<file path="src/hw/rtl/bfc_pkg.sv">
// bfc_pkg: shared types, constants and the checksum add for the block framer
// used by bfc_front, bfc_queue, bfc_back and block_framer_with_checksum
package bfc_pkg;

    localparam logic [1:0] KIND_PAYLOAD = 2'd0;
    localparam logic [1:0] KIND_PAD     = 2'd1;
    localparam logic [1:0] KIND_CHECK   = 2'd2;

    localparam logic [7:0] PAD_EVEN = 8'hED;
    localparam logic [7:0] PAD_ODD  = 8'h11;

    localparam int QUEUE_DEPTH = 2;

    // one request from front to back
    typedef struct packed {
        logic [7:0] data;
        logic       close;
        logic       pad;
    } cmd_t;

    typedef enum logic [1:0] {
        S_DATA,
        S_PAD,
        S_CKHI,
        S_CKLO
    } state_t;

    // 16-bit add with end-around carry
    function automatic logic [15:0] ocs_add(logic [15:0] a, logic [15:0] b);
        logic [16:0] s;
        s = {1'b0, a} + {1'b0, b};
        return s[15:0] + {15'd0, s[16]};
    endfunction

endpackage

</file>
<file path="src/hw/rtl/bfc_front.sv">
// bfc_front: accepts source bytes and classifies each one against the frame position
// depends on bfc_pkg
module bfc_front #(
    parameter int PAYLOAD_BYTES = 18
) (
    input  logic          clk,
    input  logic          rst_n,
    input  logic          in_valid,
    output logic          in_ready,
    input  logic [7:0]    in_byte,
    input  logic          in_eof,
    output logic          push,
    output bfc_pkg::cmd_t push_cmd,
    input  logic          q_full
);

    localparam int PW = (PAYLOAD_BYTES > 1) ? $clog2(PAYLOAD_BYTES) : 1;
    localparam logic [PW-1:0] LAST_POS = PW'(PAYLOAD_BYTES - 1);

    logic [PW-1:0] pos_reg;
    logic [PW-1:0] pos_next;
    logic          last;

    assign in_ready = !q_full;
    assign push     = in_valid && in_ready;
    assign last     = (pos_reg == LAST_POS);

    assign push_cmd.data  = in_byte;
    assign push_cmd.close = last;
    assign push_cmd.pad   = in_eof && !last;

    always_comb
    begin
        pos_next = pos_reg;
        if (push)
        begin
            if (last || in_eof)
                pos_next = '0;
            else
                pos_next = pos_reg + PW'(1);
        end
    end

    always_ff @(posedge clk or negedge rst_n)
    begin
        if (!rst_n)
            pos_reg <= '0;
        else
            pos_reg <= pos_next;
    end

endmodule

</file>
<file path="src/hw/rtl/bfc_queue.sv">
// bfc_queue: small register queue of requests between front and back
// depends on bfc_pkg
module bfc_queue (
    input  logic          clk,
    input  logic          rst_n,
    input  logic          push,
    input  bfc_pkg::cmd_t push_cmd,
    input  logic          pop,
    output bfc_pkg::cmd_t head_cmd,
    output logic          full,
    output logic          not_empty
);

    localparam int DEPTH = bfc_pkg::QUEUE_DEPTH;
    localparam int AW    = (DEPTH > 1) ? $clog2(DEPTH) : 1;
    localparam int CW    = $clog2(DEPTH + 1);

    bfc_pkg::cmd_t entry_reg [DEPTH];
    logic [AW-1:0] wr_reg;
    logic [AW-1:0] wr_next;
    logic [AW-1:0] rd_reg;
    logic [AW-1:0] rd_next;
    logic [CW-1:0] count_reg;
    logic [CW-1:0] count_next;

    assign full      = (count_reg == CW'(DEPTH));
    assign not_empty = (count_reg != '0);
    assign head_cmd  = entry_reg[rd_reg];

    always_comb
    begin
        wr_next    = wr_reg;
        rd_next    = rd_reg;
        count_next = count_reg;
        if (push)
            wr_next = (wr_reg == AW'(DEPTH - 1)) ? '0 : wr_reg + AW'(1);
        if (pop)
            rd_next = (rd_reg == AW'(DEPTH - 1)) ? '0 : rd_reg + AW'(1);
        if (push && !pop)
            count_next = count_reg + CW'(1);
        else if (pop && !push)
            count_next = count_reg - CW'(1);
    end

    always_ff @(posedge clk or negedge rst_n)
    begin
        if (!rst_n)
        begin
            wr_reg    <= '0;
            rd_reg    <= '0;
            count_reg <= '0;
        end
        else
        begin
            wr_reg    <= wr_next;
            rd_reg    <= rd_next;
            count_reg <= count_next;
        end
    end

    always_ff @(posedge clk)
    begin
        if (push)
            entry_reg[wr_reg] <= push_cmd;
    end

`ifndef SYNTH
    a_count_range: assert property (@(posedge clk) disable iff (!rst_n)
        count_reg <= CW'(DEPTH))
        else $error("queue count out of range");
    a_no_pop_empty: assert property (@(posedge clk) disable iff (!rst_n)
        pop |-> not_empty)
        else $error("pop from empty queue");
`endif

endmodule

</file>
<file path="src/hw/rtl/bfc_back.sv">
// bfc_back: output sequencer emitting payload, pad and checksum bytes
// depends on bfc_pkg; takes requests from bfc_queue
module bfc_back #(
    parameter int PAYLOAD_BYTES = 18
) (
    input  logic          clk,
    input  logic          rst_n,
    input  logic          q_valid,
    input  bfc_pkg::cmd_t q_cmd,
    output logic          pop,
    output logic          out_valid,
    input  logic          out_ready,
    output logic [7:0]    out_byte,
    output logic [1:0]    out_kind,
    output logic          out_eof,
    output logic          out_eor
);

    localparam int PW = (PAYLOAD_BYTES > 1) ? $clog2(PAYLOAD_BYTES) : 1;
    localparam logic [PW-1:0] LAST_POS = PW'(PAYLOAD_BYTES - 1);
    localparam logic ODD_LEN = logic'(PAYLOAD_BYTES % 2);

    bfc_pkg::state_t state_reg;
    bfc_pkg::state_t state_next;

    logic [PW-1:0] pos_reg;
    logic [PW-1:0] pos_next;
    logic [15:0]   sum_reg;
    logic [15:0]   sum_next;
    logic [7:0]    held_reg;
    logic [7:0]    held_next;
    logic          pad_odd_reg;
    logic          pad_odd_next;
    logic [7:0]    ck_lo_reg;

    logic          out_valid_reg;
    logic [7:0]    out_byte_reg;
    logic [1:0]    out_kind_reg;
    logic          out_eof_reg;
    logic          out_eor_reg;

    logic          adv;
    logic          load;
    logic [7:0]    load_byte;
    logic [1:0]    load_kind;
    logic          load_eof;
    logic          load_eor;
    logic          take;
    logic [7:0]    take_byte;
    logic [15:0]   sum_fin;
    logic [15:0]   check;
    logic [7:0]    pad_byte;

    assign adv      = !out_valid_reg || out_ready;
    assign pad_byte = pad_odd_reg ? bfc_pkg::PAD_ODD : bfc_pkg::PAD_EVEN;
    assign sum_fin  = ODD_LEN ? bfc_pkg::ocs_add(sum_reg, {held_reg, 8'h00}) : sum_reg;
    assign check    = ~sum_fin;

    // next state
    always_comb
    begin
        state_next = state_reg;
        case (state_reg)
            bfc_pkg::S_DATA:
            begin
                if (q_valid && adv)
                begin
                    if (q_cmd.close)
                        state_next = bfc_pkg::S_CKHI;
                    else if (q_cmd.pad)
                        state_next = bfc_pkg::S_PAD;
                end
            end
            bfc_pkg::S_PAD:
            begin
                if (adv && pos_reg == LAST_POS)
                    state_next = bfc_pkg::S_CKHI;
            end
            bfc_pkg::S_CKHI:
            begin
                if (adv)
                    state_next = bfc_pkg::S_CKLO;
            end
            bfc_pkg::S_CKLO:
            begin
                if (adv)
                    state_next = bfc_pkg::S_DATA;
            end
            default:
                state_next = bfc_pkg::S_DATA;
        endcase
    end

    // outputs
    always_comb
    begin
        load      = 1'b0;
        load_byte = '0;
        load_kind = bfc_pkg::KIND_PAYLOAD;
        load_eof  = 1'b0;
        load_eor  = 1'b0;
        pop       = 1'b0;
        take      = 1'b0;
        take_byte = '0;
        case (state_reg)
            bfc_pkg::S_DATA:
            begin
                if (q_valid && adv)
                begin
                    load      = 1'b1;
                    pop       = 1'b1;
                    take      = 1'b1;
                    take_byte = q_cmd.data;
                    load_byte = q_cmd.data;
                    load_eor  = !(q_cmd.close || q_cmd.pad);
                end
            end
            bfc_pkg::S_PAD:
            begin
                if (adv)
                begin
                    load      = 1'b1;
                    take      = 1'b1;
                    take_byte = pad_byte;
                    load_byte = pad_byte;
                    load_kind = bfc_pkg::KIND_PAD;
                end
            end
            bfc_pkg::S_CKHI:
            begin
                if (adv)
                begin
                    load      = 1'b1;
                    load_byte = check[15:8];
                    load_kind = bfc_pkg::KIND_CHECK;
                end
            end
            bfc_pkg::S_CKLO:
            begin
                if (adv)
                begin
                    load      = 1'b1;
                    load_byte = ck_lo_reg;
                    load_kind = bfc_pkg::KIND_CHECK;
                    load_eof  = 1'b1;
                    load_eor  = 1'b1;
                end
            end
            default:
            begin
                load = 1'b0;
            end
        endcase
    end

    // frame position, running sum and pad parity
    always_comb
    begin
        pos_next     = pos_reg;
        sum_next     = sum_reg;
        held_next    = held_reg;
        pad_odd_next = pad_odd_reg;
        if (take)
        begin
            if (!pos_reg[0])
                held_next = take_byte;
            else
                sum_next = bfc_pkg::ocs_add(sum_reg, {held_reg, take_byte});
            if (pos_reg != LAST_POS)
                pos_next = pos_reg + PW'(1);
        end
        if (state_reg == bfc_pkg::S_DATA && pop)
            pad_odd_next = 1'b0;
        else if (state_reg == bfc_pkg::S_PAD && take)
            pad_odd_next = !pad_odd_reg;
        if (state_reg == bfc_pkg::S_CKLO && adv)
        begin
            pos_next  = '0;
            sum_next  = '0;
            held_next = '0;
        end
    end

    always_ff @(posedge clk or negedge rst_n)
    begin
        if (!rst_n)
        begin
            state_reg     <= bfc_pkg::S_DATA;
            pos_reg       <= '0;
            sum_reg       <= '0;
            held_reg      <= '0;
            pad_odd_reg   <= 1'b0;
            out_valid_reg <= 1'b0;
        end
        else
        begin
            state_reg     <= state_next;
            pos_reg       <= pos_next;
            sum_reg       <= sum_next;
            held_reg      <= held_next;
            pad_odd_reg   <= pad_odd_next;
            out_valid_reg <= load || (out_valid_reg && !out_ready);
        end
    end

    always_ff @(posedge clk)
    begin
        if (load)
        begin
            out_byte_reg <= load_byte;
            out_kind_reg <= load_kind;
            out_eof_reg  <= load_eof;
            out_eor_reg  <= load_eor;
        end
        if (state_reg == bfc_pkg::S_CKHI && adv)
            ck_lo_reg <= check[7:0];
    end

    assign out_valid = out_valid_reg;
    assign out_byte  = out_byte_reg;
    assign out_kind  = out_kind_reg;
    assign out_eof   = out_eof_reg;
    assign out_eor   = out_eor_reg;

`ifndef SYNTH
    a_pad_after_byte: assert property (@(posedge clk) disable iff (!rst_n)
        (state_reg == bfc_pkg::S_PAD) |-> (pos_reg != '0))
        else $error("pad state entered at frame start");
    a_pop_in_data: assert property (@(posedge clk) disable iff (!rst_n)
        pop |-> (state_reg == bfc_pkg::S_DATA))
        else $error("request taken outside data state");
    a_frame_clear: assert property (@(posedge clk) disable iff (!rst_n)
        (state_reg == bfc_pkg::S_CKLO && adv) |=> (sum_reg == '0 && pos_reg == '0))
        else $error("frame state not cleared after checksum");
    a_eof_last: assert property (@(posedge clk) disable iff (!rst_n)
        (out_valid_reg && out_eof_reg) |-> (out_eor_reg && out_kind_reg == bfc_pkg::KIND_CHECK))
        else $error("frame end not on closing checksum byte");
`endif

endmodule

</file>
<file path="src/hw/rtl/block_framer_with_checksum.sv">
// block_framer_with_checksum: top level of the byte framer with 16-bit checksum
// depends on bfc_pkg, bfc_front, bfc_queue and bfc_back
//
// Source bytes are passed through and grouped into frames of PAYLOAD_BYTES bytes; each
// frame is followed by the complemented 16-bit one's-complement sum of its big-endian
// byte pairs, high byte first. A file that ends inside a frame is padded with 0xED, 0x11
// alternating before the checksum. Every output byte passes through the single output
// sequencer: a closed frame adds two checksum bytes and an early end of file adds up to
// PAYLOAD_BYTES - 1 pad bytes more. A two-request queue sits in front of the sequencer,
// so input keeps flowing at one byte per cycle until it fills during a pad or checksum
// burst or while the output stalls.
module block_framer_with_checksum #(
    parameter int PAYLOAD_BYTES = 18
) (
    input  logic       clk,
    input  logic       rst_n,
    input  logic       s_tvalid,
    output logic       s_tready,
    input  logic [7:0] s_tdata,   // data_byte
    input  logic       s_tlast,   // end_of_file
    output logic       m_tvalid,
    input  logic       m_tready,
    output logic [7:0] m_tdata,   // frame_byte
    output logic [2:0] m_tuser,   // byte_kind [1:0], end_of_frame [2]
    output logic       m_tlast    // end_of_run
);

    logic          push;
    bfc_pkg::cmd_t push_cmd;
    logic          pop;
    bfc_pkg::cmd_t head_cmd;
    logic          q_full;
    logic          q_valid;
    logic [1:0]    kind;
    logic          eof_frame;

    bfc_front #(
        .PAYLOAD_BYTES(PAYLOAD_BYTES)
    ) u_front (
        .clk      (clk),
        .rst_n    (rst_n),
        .in_valid (s_tvalid),
        .in_ready (s_tready),
        .in_byte  (s_tdata),
        .in_eof   (s_tlast),
        .push     (push),
        .push_cmd (push_cmd),
        .q_full   (q_full)
    );

    bfc_queue u_queue (
        .clk       (clk),
        .rst_n     (rst_n),
        .push      (push),
        .push_cmd  (push_cmd),
        .pop       (pop),
        .head_cmd  (head_cmd),
        .full      (q_full),
        .not_empty (q_valid)
    );

    bfc_back #(
        .PAYLOAD_BYTES(PAYLOAD_BYTES)
    ) u_back (
        .clk       (clk),
        .rst_n     (rst_n),
        .q_valid   (q_valid),
        .q_cmd     (head_cmd),
        .pop       (pop),
        .out_valid (m_tvalid),
        .out_ready (m_tready),
        .out_byte  (m_tdata),
        .out_kind  (kind),
        .out_eof   (eof_frame),
        .out_eor   (m_tlast)
    );

    assign m_tuser = {eof_frame, kind};

endmodule

</file>
<file path="config.mk">
export PLATFORM = sky130hd
export DESIGN_NAME = block_framer_with_checksum
export DESIGN_NICKNAME = d
export VERILOG_FILES = /design/src/hw/rtl/bfc_pkg.sv /design/src/hw/rtl/bfc_front.sv /design/src/hw/rtl/bfc_queue.sv /design/src/hw/rtl/bfc_back.sv /design/src/hw/rtl/block_framer_with_checksum.sv
export SDC_FILE = /design/constraint.sdc
export NUM_CORES = 1
export LEC_CHECK = 0
export BUFFER_PORTS_ARGS = -buffer_cell sky130_fd_sc_hd__buf_4
export CORE_ASPECT_RATIO = 0.7
export CORE_MARGIN = 5
export CORE_UTILIZATION = 60
export DETAILED_ROUTE_END_ITERATION = 10
export PLACE_DENSITY = 0.8
export SLEW_MARGIN = 20
export SYNTH_ARGS = -nofsm -noshare
export SYNTH_HDL_FRONTEND = slang
export SYNTH_SLANG_ARGS = --single-unit
</file>
<file path="constraint.sdc">
create_clock -name clk -period 8 [get_ports clk]
set_input_delay 0.8 -clock clk [delete_from_list [all_inputs] [get_ports clk]]
set_output_delay 0.8 -clock clk [all_outputs]
set_load 0.05 [all_outputs]
</file>
==> results of run 1 <==
==> layout make-up <==
type	count	share of cell area
flip-flops and latches	82	0.414
inverters	26	0.0179
repair buffers	26	0.0359
well taps	101	0.0232
clock buffers	11	0.0467
clock inverters	5	0.00644
multi-input cells	363	0.456
==> per-stage QoR <==
stage	utilization	setup slack (ns)
global route	0.685	1.50
floorplan	-	3.01
detailed placement	0.648	2.05
global placement	0.648	2.35
CTS	0.684	2.17
finish	0.685	1.99
==> power groups by stage <==
stage | Combinational (mW) | Sequential [mW] | Clock (mW)
final | 1.22 | 0.747 | 0.406
after floorplan | 0.858 | 0.790 | 0
after global routing | 1.33 | 0.764 | 0.427
after CTS | 1.20 | 0.745 | 0.405
after global placement | 1.15 | 0.742 | 0
after detailed placement | 1.19 | 0.750 | 0
==> logic make-up after synthesis <==
kind of cell               Yosys count  share of synthesized area
buffers and inverters               46                     0.0424
adders and majority gates           25                     0.0650
xor gates and xnor gates            35                     0.0677
DFF                                 82                      0.457
and+or+nand+nor                    161                      0.165
AOI/OAI and AO/OA                  128                      0.172
muxes                               14                     0.0320
==> path summary, 6_finish.rpt <==
path	startpoint	end	slack, ns	cells after the start
max	u_back.state_reg[1]	u_back.sum_fin[12]	1.99	25
min	rst_n	u_front.pos_reg[3]	0.45	1
max reg2reg	u_back.state_reg[1]	u_back.sum_fin[12]	1.99	25
min reg2reg	u_front.pos_reg[4]	u_front.pos_reg[4]	0.48	1
max in group asynchronous	rst_n	u_back.held_reg[6]	7.17	1
min in group clk	u_front.pos_reg[4]	u_front.pos_reg[4]	0.48	1
==> cells in the final DEF (no fill, tap or decap), drive strengths merged, types with 13 or more instances in the layout <==
cell type | synthesis | final
nand2 | 50 | 50
nor2 | 46 | 46
a21oi | 44 | 44
dfrtp | 42 | 42
edfxtp | 40 | 40
o21ai | 31 | 31
inv | 25 | 27
buf | 8 | 26
ha | 24 | 24
xnor2 | 22 | 22
nand3 | 13 | 13
a211oi | 13 | 13
==> metal layers <==
| layer | up-vias | global-route usage | routed length, µm |
|---|---|---|---|
| li1 | 1805 | - | - |
| met1 | 1884 | 0.362 | 5530 |
| met2 | 201 | 0.381 | 5350 |
| met3 | 25 | 0.0705 | 1200 |
| met4 | 0 | 0.0792 | 224 |
| met5 | - | 0 | 0 |
==> critical path: cells and delay by family, from the launching register on <==
kind	cells	cell delay [ns]
compound gates	8	1.57
simple gates	11	2.30
flops	1	0.43
fa+ha+maj	4	1.42
buf+inv	2	0.17
==> flow_summary.ini, run 1 <==
[clock_tree]
ctsRootBufferMaster = clkbuf_16
clock_path_buffers = 2
h-tree-depth = 3
clock_insertion_delay_worst_skew_ns = 0.35
cts_hold_buf = 0
cts_tree = yes
post_cts_resized = 0
clkTransAtPathRegs_ns = 0.07
post_cts_buffers = 0
numCtsBuffers = 9
cts_sinks = 82

[timing]
setup_tns_ns = 0
fmax_ghz = 0.166
hold_viol_final = 0
fin_crit_ns = 6.01
slew_headroom = 0.324
min_period_over_period = 0.751
rsz0062_at_grt = no
worstMarginPinSlew_ns = 1.01
whs_ns = 0.450
slew_violations = 0
fin_skew_ns = 0.0103
setup_viol = 0

[grt]
grt_use_total = 0.254
grt_pass1_vias = 3844
overflow = 0
grt_max_degree = 43
grt_antenna_before_repair = 0
grt_pass1_wl_um = 20200

[placement]
place_area_um2 = 5140
gp_congestion = 0.951
dp_cells = 598
io_buffer_count = 26
dpl.hpwl_um = 9080

[route]
via_per_inst = 6.38
drc = 0
wire_per_inst_um = 20.0
dr.pass1.iters = 5
num_vias = 3915
first_iter_violations = 559
routed_wl_um = 12300
ant_nets = 0

[layout]
multi_input_area_um2 = 2480
final_nets = 546
final_cell_area_um2 = 5440
seqCellArea_um2 = 2250
largest_reg_flops = 20
fillCellCount = 617
stdcell_count = 614
drive_above_1_share = 0.129
diodes = 0
area_growth_pct = 10.3

[power]
p_seq_frac = 0.315
peakVddDrop_mv = 0.313
p_leak_nw = 2.26
p_per_area_nw_per_um2 = 436
p_int_mw = 1.29
p_clk_frac = 0.171
power_mw = 2.37
p_sw_mw = 1.08
switching_share = 0.455
combPwrFrac = 0.514

[critical_path]
worst_path_max_delay_cell = ha_1
worstSetupEndpointType = flop
slowest_delay_ns = 0.60
path_max_fanout = 18
worstSetupPathType = flop to flop
critPathLaunchType = flop
arrival_ns = 6.25
crit_required_ns = 8.25

[die]
die_y_um = 85.8
ios = 27
dieArea_um2 = 10200
die_w_um = 118
core_region_area_um2 = 7940
row_count = 27
start_util = 0.621

[synthesis]
synthMostInstantiatedCell = nand2_1
synth.distinct_cells = 68
synthDominantCellAreaShare = 0.244
synth_edf_count = 40
synth_area_leaders = edfxtp_1, dfrtp_1, ha_1, a21oi_1, xnor2_1
syn-cell-area_um2 = 4930
async_flop_share = 0.512
yosysTopAreaCell = edfxtp_1
synthesis.nets = 529
syn_area_per_cell_um2 = 10.0
ys_ff_latch = 82
yosysWarningCount = 0
syn_inst = 491
yosysSeqAreaShare = 0.457
yosys-top-cells-count = nand2_1, nor2_1, a21oi_1, dfrtp_1, edfxtp_1
synth-main-ff-cell = dfrtp_1

[run_status]
run_status = complete, no violations

[flow_run]
cap_violations = 0

[min_path]
hold_class = input pin to async pin
(Power assumes the default switching activity.)
==> inputs of run 2 (changes only) <==
CORE_UTILIZATION = 56   (was 60)
PLACE_DENSITY = 0.78   (was 0.8)
clock period = 5.3 ns   (was 8 ns; I/O delays follow)
==> run 2 against run 1 <==
  * Critical path depth down 3
  * Hold slack got worse by 0.27 ns
  * Global-route usage fell by 1.2 points
  * Register-to-register slack got worse by 1.7 ns
  * Critical endpoint is now u_back.sum_fin[13]
  * Count of clock-buffer cells in the layout rose by 1
  * Clock skew decreased by 0.00063 ns
  * Worst setup slack worse by 1.7 ns
  * Power up 54%
  * First-iteration DRC count fell by 11%
  * Via count grew 0.64%
  * Flip-flop and latch count unchanged
==> flow_summary.ini, run 2 (synthesis results as in run 1) <==
[die]
dieArea_um2 = 10800
start_util = 0.579
die_w_um = 122
ios = 27
core_region_area_um2 = 8510
row_count = 28
die_y_um = 88.5

[grt]
grt_antenna_before_repair = 0
grt_use_total = 0.242
grt_max_degree = 43
grt_pass1_vias = 3783
overflow = 0
grt_pass1_wl_um = 19800

[power]
peakVddDrop_mv = 0.329
p_leak_nw = 2.32
power_mw = 3.66
p_per_area_nw_per_um2 = 655

[timing]
fin_skew_ns = 0.00963
min_period_over_period = 0.937
slew_violations = 0
worstMarginPinSlew_ns = 1.02
fin_crit_ns = 4.97
slew_headroom = 0.313
fin_ws_ns = 0.332
whs_ns = 0.182
hold_viol_final = 0
fmax_ghz = 0.201
setup_tns_ns = 0
setup_viol = 0

[clock_tree]
clock_path_buffers = 2
cts_sinks = 82
clock_insertion_delay_worst_skew_ns = 0.34
numCtsBuffers = 9
ctsRootBufferMaster = clkbuf_16
h-tree-depth = 3
clkTransAtPathRegs_ns = 0.06
cts_tree = yes

[layout]
diodes = 0
layout_commonest_cell = nand2_1
area_growth_pct = 13.3
drive_above_1_share = 0.158
final_cell_mix = nand2_1, nor2_1, dfrtp_1, edfxtp_1
final_nets = 558
finalCoreUtilization = 0.657
stdcell_count = 645
final_cell_area_um2 = 5590
largest_reg_flops = 20

[route]
dr.pass1.iters = 5
top_layer = met4
dr_wl_met2_um = 5340
ant_nets = 0
first_iter_violations = 500
via_per_inst = 6.11
routed-wl-met3_um = 1350
wire_per_inst_um = 19.4
routed_wl_um = 12500
met1_length_um = 5680
drc = 0
num_vias = 3940

[placement]
gp_congestion = 0.928
place_ws_ns = 0.0749
place_area_um2 = 5240
io_buffer_count = 26
dpl.hpwl_um = 9070
dp_cells = 627

[critical_path]
path_max_fanout = 10
worstSetupEndpointType = flop
arrival_ns = 5.20
worstSetupPathType = flop to flop
critPathLaunchType = flop
crit_required_ns = 5.53

[min_path]
hold_class = input pin to async pin

[flow_run]
cap_violations = 0

[run_status]
run_status = complete, no violations
run 2: area by class of cell:
type	count	area, µm²
sequential	82	2250
timing repair buffer	38	285
clock buffer	12	279
clock inverter	4	30.0
tap	120	150
multi-input combinational	363	2490
fill	663	2920
inverter	26	97.6
run 2: where the power goes:
part,total (mW),switching (mW),internal [mW],leakage (nW)
clock,0.632,0.256,0.376,0.149
sequential,1.11,0.176,0.930,0.910
combinational,1.92,1.21,0.710,1.26
total,3.66,1.64,2.02,2.32
run 2: critical path, stage by stage, from the launching register on:
cell and delay, ns:
dfrtp_1 0.40, inv_1 0.09, ha_1 0.25, nor2b_1 0.18
and2_1 0.29, a21oi_2 0.24, inv_1 0.07, ha_2 0.44
a21oi_1 0.13, a21oi_2 0.19, o21ai_0 0.09, a21oi_1 0.20
o2111ai_1 0.14, nand2_1 0.11, a21o_1 0.11, a21o_1 0.16
ha_1 0.20, nor3b_1 0.23, nand4_1 0.18, or4b_1 0.61
nor2_1 0.19, xor2_1 0.09, a211oi_1 0.24
run 2: metal layers:
layer,GRT usage,up-vias
met1,0.350,1924
met2,0.354,177
met3,0.0831,18
met5,0,-
li1,-,1821
met4,0.0559,0
run 2: worst paths after layout:
path | start | to | slack (ns) | depth (start not counted)
min in group clk | s_tdata[6] | u_queue.entry_reg[1][8] | 0.37 | 1
max | u_back.state_reg[1] | u_back.sum_fin[13] | 0.33 | 22
max in group asynchronous | rst_n | u_back.sum_fin[8] | 4.70 | 1
min | rst_n | u_front.pos_reg[3] | 0.18 | 1
max reg2reg | u_back.state_reg[1] | u_back.sum_fin[13] | 0.33 | 22
min reg2reg | u_front.pos_reg[4] | u_front.pos_reg[4] | 0.48 | 1
run 2: what timing repair did:
item | in CTS | in global routing
buffers inserted | 0 | 2
hold buffers | 0 | 0
endpoints found under the setup margin | 0 | 9
gates resized for setup | 0 | 7
==> inputs of run 3 (changes only) <==
RECOVER_POWER = 50   (was not set)
==> run 3 against run 2 <==
  * The run now ends with capacitance limit, slew limit left
  * Clock power barely moved
  * Routed wire length decreased by 0.21%
  * Register-to-register slack hardly changed
  * Power fell by 1.4%
  * Critical path type unchanged
  * Largest cell class unchanged
  * Largest power group unchanged
  * Highest routed layer unchanged
==> flow_summary.ini, run 3 (synthesis results as in run 1) <==
[run_status]
run_status = finished, violations left
violations = capacitance limit, slew limit

[die]
row_count = 28
die_w_um = 122
dieArea_um2 = 10800
start_util = 0.579
ios = 27
die_y_um = 88.5
core_region_area_um2 = 8510

[clock_tree]
cts_hold_buf = 0
h-tree-depth = 3
clock_insertion_delay_worst_skew_ns = 0.34
cts_sinks = 82
ctsRootBufferMaster = clkbuf_16
clock_path_buffers = 2
cts_tree = yes
clkTransAtPathRegs_ns = 0.06
numCtsBuffers = 9

[timing]
min_period_over_period = 0.937
fmax_ghz = 0.201
slew_headroom = -0.625
hold_viol_final = 0
setup_tns_ns = 0
fin_crit_ns = 4.96
rsz0062_at_grt = no
slew_violations = 43
fin_ws_ns = 0.335
setup_viol = 0
worstMarginPinSlew_ns = 2.44
fin_skew_ns = 0.00823

[min_path]
hold_class = input pin to flop

[layout]
multi_input_area_um2 = 2490
largest_reg_flops = 20
drive_above_1_share = 0.120
final_cell_area_um2 = 5510
final_cell_mix = nand2_1, nor2_1, dfrtp_1, edfxtp_1, a21oi_1
fillCellCount = 692
layout_commonest_cell = nand2_1
seqCellArea_um2 = 2250
area_growth_pct = 11.8
final_nets = 558
diodes = 0

[grt]
grt_max_degree = 43
grt_antenna_before_repair = 0
overflow = 0
grt_use_total = 0.242
grt_pass1_vias = 3783
grt_pass1_wl_um = 19800

[critical_path]
path_max_fanout = 10
worst_path_max_delay_cell = or4b_1
crit_required_ns = 5.52
slowest_delay_ns = 0.62
worstPathCellList = inv_1 -> ha_1 -> nor2b_1 -> and2_1 -> a21oi_2 -> inv_1 -> ha_2 -> a21oi_1 -> a21oi_2 -> o21ai_0 -> a21oi_1 -> o2111ai_1 -> nand2_1 -> a21o_1 -> a21o_1 -> ha_1 -> nor3b_1 -> nand4_1 -> or4b_1 -> nor2_1 -> xor2_1 -> a211oi_1
worstSetupPathType = flop to flop
critPathLaunchType = flop
arrival_ns = 5.19
worstSetupEndpointType = flop

[power]
p_per_area_nw_per_um2 = 654
peakVddDrop_mv = 0.329
p_leak_nw = 2.25
power_mw = 3.61

[placement]
io_buffer_count = 26
place_ws_ns = 0.0749
gp_congestion = 0.928
dpl.hpwl_um = 9070
place_area_um2 = 5240

[route]
ant_nets = 0
dr.pass1.iters = 5
first_iter_violations = 483
routed_wl_um = 12500
via_per_inst = 6.10
wire_per_inst_um = 19.4
drc = 0
num_vias = 3937

[flow_run]
cap_violations = 1
[run 3: cell count changes in the layout (fill, tap and decap cells not counted), sizes merged]
cell	delta
buf	-25
clkbuf	+25
[run 3: cell type report]
cell class | count | share of cell area
multi-input combinational | 363 | 0.452
inverter | 26 | 0.0177
clock buffer | 12 | 0.0506
clock inverter | 4 | 0.00545
sequential | 82 | 0.408
tap | 120 | 0.0272
timing repair buffer | 38 | 0.0381
[run 3: through the flow]
stage | cells | hold slack, ns | utilization
2_1_floorplan | 491 | 0.234 | -
6_report | 645 | 0.393 | 0.648
3_5_place_dp | 627 | 0.474 | 0.616
5_1_grt | 645 | 0.386 | 0.648
4_1_cts | 643 | 0.206 | 0.652
3_3_place_gp | 627 | 0.459 | 0.616
[run 3: where the power goes]
part	switching (mW)	internal [mW]
clock	0.256	0.376
sequential	0.175	0.930
combinational	1.21	0.662
[run 3: worst max-delay path: cells and delay by family, from the launching register on]
| family | cells | cell delay [ns] |
|---|---|---|
| compound gates | 9 | 1.50 |
| xor+xnor | 1 | 0.09 |
| fa+ha+maj | 3 | 0.89 |
| buf+inv | 2 | 0.16 |
| flops | 1 | 0.40 |
| simple gates | 7 | 1.78 |
[run 3: layer usage]
metal	up-vias	routed length, µm	track usage
met4	0	150	0.0559
met5	-	0	0
met1	1869	5580	0.350
met2	218	5260	0.354
li1	1825	-	-
met3	25	1490	0.0831
[run 3: worst paths after layout]
kind                                     start                       to  slack [ns]  cells after the start
max                        u_back.state_reg[1]       u_back.sum_fin[13]        0.34                     22
min                                 s_tdata[6]  u_queue.entry_reg[1][8]        0.39                      1
max reg2reg                u_back.state_reg[1]       u_back.sum_fin[13]        0.34                     22
min reg2reg                 u_front.pos_reg[4]       u_front.pos_reg[4]        0.48                      1
max in group asynchronous                rst_n         u_back.out_valid        2.98                      1
min in group asynchronous                rst_n       u_front.pos_reg[3]        0.93                      1
[run 3: what timing repair did]
| action | CTS | global route |
|---|---|---|
| gates resized for setup | 0 | 7 |
| endpoints found under the setup margin | 0 | 9 |
| setup buffers | 0 | 2 |
